<file path="src/hw/rtl/hsd_pkg.sv">
`default_nettype none

package hsd_pkg;

  typedef enum logic [1:0] {
    DIR_ERR  = 2'd0,
    DIR_NONE = 2'd1,
    DIR_FWD  = 2'd2,
    DIR_REV  = 2'd3
  } dir_e;

  localparam int unsigned CODE_BITS   = 3;
  localparam int unsigned PERIOD_BITS = 32;
  localparam int unsigned OVF_BITS    = 32;
  localparam int unsigned SECTORS     = 6;
  localparam int unsigned SECTOR_BITS = $clog2(SECTORS);

  localparam logic [CODE_BITS-1:0] CODE_INV_MASK = 3'h7;
  localparam logic [CODE_BITS-1:0] CODE_PERIOD   = 3'd1;
  localparam logic [CODE_BITS-1:0] CODE_MIN      = 3'd1;
  localparam logic [CODE_BITS-1:0] CODE_MAX      = 3'd6;
  localparam logic [CODE_BITS-1:0] SECTOR_FIRST  = 3'd1;
  localparam logic [CODE_BITS-1:0] SECTOR_LAST   = 3'd6;

  // indexed by {previous, new}
  localparam dir_e STEP_TABLE [64] = '{
    DIR_ERR, DIR_ERR,  DIR_ERR,  DIR_ERR,  DIR_ERR,  DIR_ERR,  DIR_ERR,  DIR_ERR,
    DIR_ERR, DIR_NONE, DIR_ERR,  DIR_FWD,  DIR_ERR,  DIR_REV,  DIR_ERR,  DIR_ERR,
    DIR_ERR, DIR_ERR,  DIR_NONE, DIR_REV,  DIR_ERR,  DIR_ERR,  DIR_FWD,  DIR_ERR,
    DIR_ERR, DIR_REV,  DIR_FWD,  DIR_NONE, DIR_ERR,  DIR_ERR,  DIR_ERR,  DIR_ERR,
    DIR_ERR, DIR_ERR,  DIR_ERR,  DIR_ERR,  DIR_NONE, DIR_FWD,  DIR_REV,  DIR_ERR,
    DIR_ERR, DIR_FWD,  DIR_ERR,  DIR_ERR,  DIR_REV,  DIR_NONE, DIR_ERR,  DIR_ERR,
    DIR_ERR, DIR_ERR,  DIR_REV,  DIR_ERR,  DIR_FWD,  DIR_ERR,  DIR_NONE, DIR_ERR,
    DIR_ERR, DIR_ERR,  DIR_ERR,  DIR_ERR,  DIR_ERR,  DIR_ERR,  DIR_ERR,  DIR_ERR
  };

endpackage

`default_nettype wire

</file>
<file path="src/hw/rtl/hall_sensor_decoder.sv">
// an accepted input beat is registered as its result beat
// throughput: one beat per cycle while no result beat waits under out_stall_i; table lookup
// and period subtract sit between the input handshake and the result register
// in_stall_o rises only while a result beat waits under out_stall_i
// reset (async, active low): previous code 0, sign positive, captures 0,
// learned codes 0, run mode
`default_nettype none

module hall_sensor_decoder
  import hsd_pkg::*;
#(
  parameter int unsigned TIMER_BITS = 16
) (
  input  wire logic                   clk_i,
  input  wire logic                   rst_ni,

  input  wire logic                   cfg_valid_i,
  output logic                        cfg_ready_o,
  input  wire logic                   cfg_data_i,

  input  wire logic                   in_valid_i,
  output logic                        in_stall_o,
  input  wire logic [CODE_BITS-1:0]   hall_code_i,
  input  wire logic [TIMER_BITS-1:0]  timer_count_i,
  input  wire logic [OVF_BITS-1:0]    overflow_count_i,
  input  wire logic                   duty_negative_i,
  input  wire logic                   motor_fault_i,
  input  wire logic [CODE_BITS-1:0]   study_sector_i,

  output logic                        out_valid_o,
  input  wire logic                   out_stall_i,
  output logic [1:0]                  direction_o,
  output logic [PERIOD_BITS-1:0]      period_o,
  output logic                        period_valid_o,
  output logic                        commutate_valid_o,
  output logic [CODE_BITS-1:0]        commutate_code_o,
  output logic                        hall_fault_o
);

  logic                   study_mode_q;
  logic [CODE_BITS-1:0]   prev_code_q;
  logic                   sign_q, sign_d;
  logic [TIMER_BITS-1:0]  last_cap_q;
  logic [OVF_BITS-1:0]    last_ovf_q;
  logic [CODE_BITS-1:0]   learned_q [SECTORS];

  logic                   out_valid_q;
  dir_e                   dir_q;
  logic [PERIOD_BITS-1:0] period_q;
  logic                   period_valid_q;
  logic                   comm_valid_q;
  logic [CODE_BITS-1:0]   comm_code_q;
  logic                   hall_fault_q;

  logic                   accept;
  dir_e                   raw_dir, dir_d;
  logic                   is_step;
  logic                   capture;
  logic [OVF_BITS-1:0]    ovf_diff;
  logic [PERIOD_BITS-1:0] ovf_wide;
  logic [PERIOD_BITS-1:0] timer_diff;
  logic [PERIOD_BITS-1:0] period_d;
  logic                   comm_valid_d;
  logic [CODE_BITS-1:0]   comm_code_d;
  logic                   hall_fault_d;
  logic                   learn_wr;
  logic [SECTOR_BITS-1:0] learn_idx;

  assign cfg_ready_o = 1'b1;
  assign in_stall_o  = out_valid_q & out_stall_i;
  assign accept      = in_valid_i & ~in_stall_o;

  always_comb begin
    raw_dir = STEP_TABLE[{prev_code_q, hall_code_i}];
    dir_d   = raw_dir;
    if (sign_q) begin
      case (raw_dir)
        DIR_FWD: dir_d = DIR_REV;
        DIR_REV: dir_d = DIR_FWD;
        default: dir_d = raw_dir;
      endcase
    end
  end

  assign is_step = (dir_d == DIR_FWD) || (dir_d == DIR_REV);

  // period over timer ticks, overflows weighted by the timer span
  assign ovf_diff   = overflow_count_i - last_ovf_q;
  assign ovf_wide   = ovf_diff << TIMER_BITS;
  assign timer_diff = PERIOD_BITS'(timer_count_i) - PERIOD_BITS'(last_cap_q);

  always_comb begin
    capture      = 1'b0;
    period_d     = '0;
    comm_valid_d = 1'b0;
    comm_code_d  = '0;
    hall_fault_d = 1'b0;
    sign_d       = sign_q;
    if (study_mode_q) begin
      hall_fault_d = (hall_code_i < CODE_MIN) || (hall_code_i > CODE_MAX);
      if (dir_d == DIR_REV) begin
        sign_d = ~sign_q;
      end
    end else if (is_step) begin
      if (hall_code_i == CODE_PERIOD) begin
        capture  = 1'b1;
        period_d = timer_diff + ovf_wide;
      end
      if (!motor_fault_i) begin
        comm_valid_d = 1'b1;
        comm_code_d  = duty_negative_i ? (hall_code_i ^ CODE_INV_MASK) : hall_code_i;
      end
    end
  end

  // learned table takes valid codes at sectors one to six
  assign learn_wr  = study_mode_q && !hall_fault_d && (study_sector_i >= SECTOR_FIRST)
                     && (study_sector_i <= SECTOR_LAST);
  assign learn_idx = SECTOR_BITS'(study_sector_i - SECTOR_FIRST);

  always_ff @(posedge clk_i or negedge rst_ni) begin
    if (!rst_ni) begin
      study_mode_q <= 1'b0;
      prev_code_q  <= '0;
      sign_q       <= 1'b0;
      last_cap_q   <= '0;
      last_ovf_q   <= '0;
      learned_q    <= '{default: '0};
      out_valid_q  <= 1'b0;
    end else begin
      if (cfg_valid_i && cfg_ready_o) begin
        study_mode_q <= cfg_data_i;
      end
      if (accept) begin
        prev_code_q <= hall_code_i;
        sign_q      <= sign_d;
        if (capture) begin
          last_cap_q <= timer_count_i;
          last_ovf_q <= overflow_count_i;
        end
        if (learn_wr) begin
          learned_q[learn_idx] <= hall_code_i;
        end
        out_valid_q <= 1'b1;
      end else if (!out_stall_i) begin
        out_valid_q <= 1'b0;
      end
    end
  end

  // result beat payload
  always_ff @(posedge clk_i) begin
    if (accept) begin
      dir_q          <= dir_d;
      period_q       <= period_d;
      period_valid_q <= capture;
      comm_valid_q   <= comm_valid_d;
      comm_code_q    <= comm_code_d;
      hall_fault_q   <= hall_fault_d;
    end
  end

  assign out_valid_o       = out_valid_q;
  assign direction_o       = dir_q;
  assign period_o          = period_q;
  assign period_valid_o    = period_valid_q;
  assign commutate_valid_o = comm_valid_q;
  assign commutate_code_o  = comm_code_q;
  assign hall_fault_o      = hall_fault_q;

endmodule

`default_nettype wire

</file>
<file path="config.mk">
export PLATFORM = sky130hd
export DESIGN_NAME = hall_sensor_decoder
export DESIGN_NICKNAME = d
export VERILOG_FILES = /design/src/hw/rtl/hsd_pkg.sv /design/src/hw/rtl/hall_sensor_decoder.sv
export SDC_FILE = /design/constraint.sdc
export NUM_CORES = 1
export LEC_CHECK = 0
export BUFFER_PORTS_ARGS = -buffer_cell sky130_fd_sc_hd__buf_4
export CAP_MARGIN = 10
export CORE_ASPECT_RATIO = 1.2
export CORE_MARGIN = 4
export CORE_UTILIZATION = 54
export CTS_BUF_LIST = sky130_fd_sc_hd__clkbuf_4 sky130_fd_sc_hd__clkbuf_8 sky130_fd_sc_hd__clkbuf_16
export DETAILED_ROUTE_END_ITERATION = 10
export PLACE_DENSITY = 0.76
export REMOVE_ABC_BUFFERS = 1
export SYNTH_ARGS = -nofsm -noshare
export SYNTH_HDL_FRONTEND = slang
export SYNTH_SLANG_ARGS = --single-unit
</file>
<file path="constraint.sdc">
create_clock -name clk_i -period 6.3 [get_ports clk_i]
set_clock_uncertainty 0.2 [all_clocks]
set_input_delay 0.63 -clock clk_i [delete_from_list [all_inputs] [get_ports clk_i]]
set_output_delay 0.63 -clock clk_i [all_outputs]
set_load 0.005 [all_outputs]
</file>
[Word level (Yosys, flattened, before mapping)]
Memory sizes are Yosys's and may differ from the RTL's.
Cells that the tools add are included.
Operators by class
  add/sub/neg operators: 3
  $lt $le $gt $ge: 3
  equality and inequality tests: 6
  muxes and demuxes: 11
  bitwise logic cells: 8
  reduce and logical (&&, ||, !) cells: 7
Operators with widths (count)
  32-bit adder: 1
  16-bit by 16-bit subtractor with 17-bit output: 1
  16-bit subtractor: 1
  2-bit == test (second input constant): 4
  7-bit >= comparator (second input constant): 1
  6-bit inverter with 7-bit output: 1
  1-bit 2-to-1 mux: 6
  2-bit 2-to-1 mux: 3
  3-bit OR reduction: 2
  1-bit inverter: 4
  2-bit case mux with 2 select lines: 1
  3-bit by 1-bit == test with 1-bit output (second input constant): 1
  3-bit greater-than comparator (second input constant): 1
  3-bit by 1-bit < comparator with 1-bit output (second input constant): 1
  3-bit 2-to-1 mux: 1
  3-bit inverter: 1
  3-bit AND reduction: 1
  1-bit bitwise AND: 2
  1-bit logical OR: 2
  2-bit by 1-bit inequality test with 1-bit output (second input constant): 1
  2-bit AND reduction: 1
  2-bit OR reduction: 1
Storage, ports and cells
  bits in registers: 78
  bits in read-only memories: 128
  output and inout bits: 43
  memories: 1
Memories
  (no name shown): depth 64, width 2, rd ports 1, clocked after memory_dff 0, wr ports 0, line hall_sensor_decoder.sv:74  | raw_dir = STEP_TABLE[{prev_code_q, hall_code_i}];

[Depth between registers and ports, before layout]
  depth in word-level cells: 12
  gate-level depth with buffers: 21

[Worst setup path after synthesis]
Ideal clock, no wire load.
  kind: input to register
  start: input timer_count_i[0]
  end: register period_q[28] (netlist: period_o[28]) (data pin)
  arrival: 4370 ps
  required time: 5834 ps
  slack: 1464 ps
  stages: 21
  buffers on the path: 0
  cells stage by stage: inv_1 ha_1 fa_1 nor2b_1 o21a_1 o21ai_1 a211oi_1 o31a_1 a31o_2 inv_1 ha_1 inv_1 fa_1 nor2b_1 o21ai_0 a21boi_1 o31a_1 o31a_1 o41ai_1 xor2_1 nor2_1
Between the ends
  cells in the longest elaborated chain, start to end: 2
Ends and longest elaborated chain
  start: declaration: line hall_sensor_decoder.sv:24  | input wire logic [TIMER_BITS-1:0] timer_count_i,
  16-bit by 16-bit subtractor with 17-bit output: line hall_sensor_decoder.sv:90  | assign timer_diff = PERIOD_BITS'(timer_count_i) - PERIOD_BITS'(last_cap_q);
  32-bit adder: line hall_sensor_decoder.sv:107  | period_d = timer_diff + ovf_wide;
  end signal: assignment: line hall_sensor_decoder.sv:155  | period_q <= period_d;
  end: declaration: line hall_sensor_decoder.sv:49  | logic [PERIOD_BITS-1:0] period_q;
No other way between the ends.
A chain may end at the register's enable or synchronous reset.

[Worst setup path in the final report]
  start: input timer_count_i[0]
  end: register period_q[29] (netlist: period_o[29]) (data pin)
Same word-level chain as after synthesis.

==> key figures <==
Critical path
  • WP data arrival: 5.21 ns
  • Req. time, crit path: 6.18 ns
  • Critical setup path kind: in -> reg
  • Crit path buf inv count: 3
  • CP top delay family: compound AO/OA/AOI/OAI gates
  • Slowest-stage cell, CP: a2111oi_0
  • Crit-path cells: buf_4, inv_1, ha_1, fa_1, nor2b_1, o21a_1, o21ai_1, a211oi_1, o31a_1, a31o_2, inv_1, ha_1, a211oi_1, o21ai_1, a2111oi_0, o21bai_1, o21a_1, a41oi_1, xor2_1, nor2_1
  • Crit path max fanout: 15
  • Critical path startpoint category: input pin
  • Max incr delay on CP: 0.53 ns
  • Setup crit end kind: flip-flop

STA
  • Max frequency: 187.3 MHz
  • Final worst slack: 0.9613 ns
  • Worst slew pin tran: 0.6476 ns
  • RSZ-0062 raised after global routing: false
  • Min Tclk post-route: 5.339 ns
  • Setup violators final: 0
  • Hold Vio Cnt, Final: 0
  • Slew Limit Headroom: 56.79%
  • TNS Setup: 0 ns
  • Final Slew Violations: 0
  • Fin crit share: 84.74%

Die
  • Die X: 98.71 µm
  • Row cnt: 39
  • I/O pin count: 105
  • Die footprint: 11530 µm²
  • Height of the chip: 116.8 µm
  • Core area: 9564 µm²
  • Initial core utilization: 55.74%

CTS
  • Clk Latency, worst-skew pair: 0.34 ns
  • Deepest clock path buffer count: 2
  • Clk slew on worst S/H paths: 0.06 ns
  • CTS Hold Bufs: 0
  • H-Tree Depth: 3
  • TritonCTS Sinks: 78
  • CTS Buf Count: 9
  • Post-cts sizing count: 0
  • CTS tree: built
  • Setup repair bufs after CTS: 0
  • Clock root cell: clkbuf_16

Cells and area
  • Ant diodes: 0
  • FILL cells: 748
  • Fraction of layout cells with a size suffix above 1: 24.05%
  • Nets: 715
  • Sequential cell area: 2152 µm²
  • Final Core Density: 66.25%
  • Layout area overhead: 18.85%
  • Multi-input logic area: 2910 µm²

Synth
  • Synth async-reset ratio: 48.72%
  • Count leader, synth: inv_1
  • Synth Instances: 512
  • Area leader, netlist: edfxtp_1
  • Area contributors post-synth: edfxtp_1 (23%), dfrtp_1 (18%), ha_1 (12%)
  • Syn avg cell area: 10.41 µm²
  • Yosys cell types: 55
  • Syn. warnings: 0
  • Number of flops mapped to enable cells by yosys: 40
  • Top_reg_cell synth: edfxtp_1
  • Flops & latches, synth: 78
  • Synth top area share: 22.53%
  • Synthesized area: 5331 µm²
  • Commonest cells post-synth: inv_1 (53), ha_1 (52), nor2_1 (52)
  • Seq/Total Area, Yosys: 40.37%

Global routing
  • Grt ovf: 0
  • Vias in the first global route: 3833
  • Antenna violations before repair: 0
  • First-pass GRT wire length: 17700 µm
  • Aggregate global-route resource usage: 19.07%
  • Largest net degree at the start of global routing: 46

Route
  • Routed length on met3: 451 µm
  • DR WL/cell: 14.37 µm
  • Routed wl met2: 5314 µm
  • Routed WL: 10430 µm
  • Wl on met1: 4478 µm
  • Drt pass-1 iters: 4
  • DRC Markers: 0
  • Max layer used: met4
  • Iter 0 DRT Violations: 121
  • DR vias: 3897
  • Number of antenna-violating nets in the routed design: 0
  • Vias per cell: 5.368

Power and ir drop
  • Peak supply drop: 155.0 µV
  • Pleak: 0.002983 µW
  • Cell Int Power: 1378 µW
  • Clock power share: 22.0%
  • Sw Share: 35.92%
  • NetSw: 772.2 µW
  • PD cells: 339.3 nW/µm²
  • Comb pwr share: 47.8%
  • Sequential power share: 30.2%

Placed design
  • Dpl ws: 0.7189 ns
  • I/O Buffers: 84
  • Placer's final routability congestion estimate: 0.8282
  • Hpwl dp: 7745 µm

Job
  • Max_cap viols: 0

Worst hold path
  • Hold Crit Class: in -> async

Outcome
  • Status: completed
kinds of logic after synthesis:
| family | after synthesis | share of synthesized area, % |
|---|---|---|
| compound gates | 111 | 13.80 |
| xor+xnor | 33 | 5.421 |
| flops | 78 | 40.37 |
| other cells | 1 | 0.07034 |
| simple gates | 129 | 11.50 |
| fa+ha+maj | 55 | 13.33 |
| buf+inv | 65 | 5.186 |
| mux | 40 | 10.33 |
worst paths after layout:
check / start / end / slack [ns] / depth (start not counted)
hold reg to reg: last_ovf_q[9] / last_ovf_q[9] / 0.31 / 1
max in group asynchronous: rst_ni / out_valid_o / 5.45 / 1
min in group clk_i: in_valid_i / out_valid_o / 0.30 / 2
hold / removal: rst_ni / last_ovf_q[2] / 0.08 / 1
setup reg to reg: last_cap_q[0] / period_o[29] / 1.00 / 18
setup / recovery: timer_count_i[0] / period_o[29] / 0.96 / 20
metrics by stage:
step	cells	power (µW)	instance area (µm²)	hold WS [ns]
after CTS	726	2159	6336	0.1018
after global routing	726	2330	6336	0.1276
final	726	2150	6336	0.07862
after global placement	710	1631	6065	0.2878
after detailed placement	710	1674	6065	0.2941
after floorplan	501	1458	5258	0.1344
flip-flops by register name, indices dropped and copies added, names as in the netlist:
| signal | cells |
|---|---|
| prev_code_q | 3 |
| study_mode_q | 1 |
| last_cap_q | 16 |
| period_o | 32 |
| period_valid_o | 1 |
| commutate_valid_o | 1 |
| hall_fault_o | 1 |
| sign_q | 1 |
| direction_o | 2 |
| commutate_code_o | 3 |
| out_valid_o | 1 |
| last_ovf_q | 16 |
worst reg2reg max path: stages (launching register included):
cell,delay [ns]
dfrtp_1,0.38
ha_1,0.21
fa_1,0.39
nor2b_1,0.18
o21a_1,0.15
o21ai_1,0.11
a211oi_1,0.34
o31a_1,0.23
a31o_2,0.24
inv_1,0.26
ha_1,0.41
a211oi_1,0.35
o21ai_1,0.16
a2111oi_0,0.53
o21bai_1,0.15
o21a_1,0.26
a41oi_1,0.28
xor2_1,0.16
nor2_1,0.05
cell usage in the layout, fill, tap and decap left out, types with 8 or more instances in the layout:
master,n
clkbuf_16,9
xor2_1,13
inv_1,53
buf_4,86
a21oi_1,22
nor3_1,11
a21o_1,11
nor2_1,52
nand2_1,23
mux2_4,28
mux2_2,8
edfxtp_1,40
xnor2_1,20
nor2b_1,9
nand2b_1,12
dfrtp_1,38
o21a_1,13
ha_1,52
o21ai_0,27
area by class of cell:
type	count	share of cell area (%)
multi-input cells	369	45.93
well taps	123	2.429
flip-flops and latches	78	33.97
clock buffers	11	3.890
inverters	54	3.199
clock inverters	5	0.3949
repair buffers	86	10.19
layer usage:
layer / vias to the layer above / GRT usage [%]
met2: 84 / 34.06
met5: - / 0
met1: 1820 / 23.58
met3: 18 / 3.142
met4: 0 / 6.648
li1: 1975 / -
power by group through the flow:
stage / Combinational, µW / Sequential, µW / Clock, µW
floorplan: 807 / 651 / 0
global route: 1160 / 658 / 510
CTS: 1030 / 649 / 483
global placement: 975 / 655 / 0
finish: 1030 / 649 / 473
detailed placement: 1010 / 659 / 0
Power figures use the tool's default switching activity.
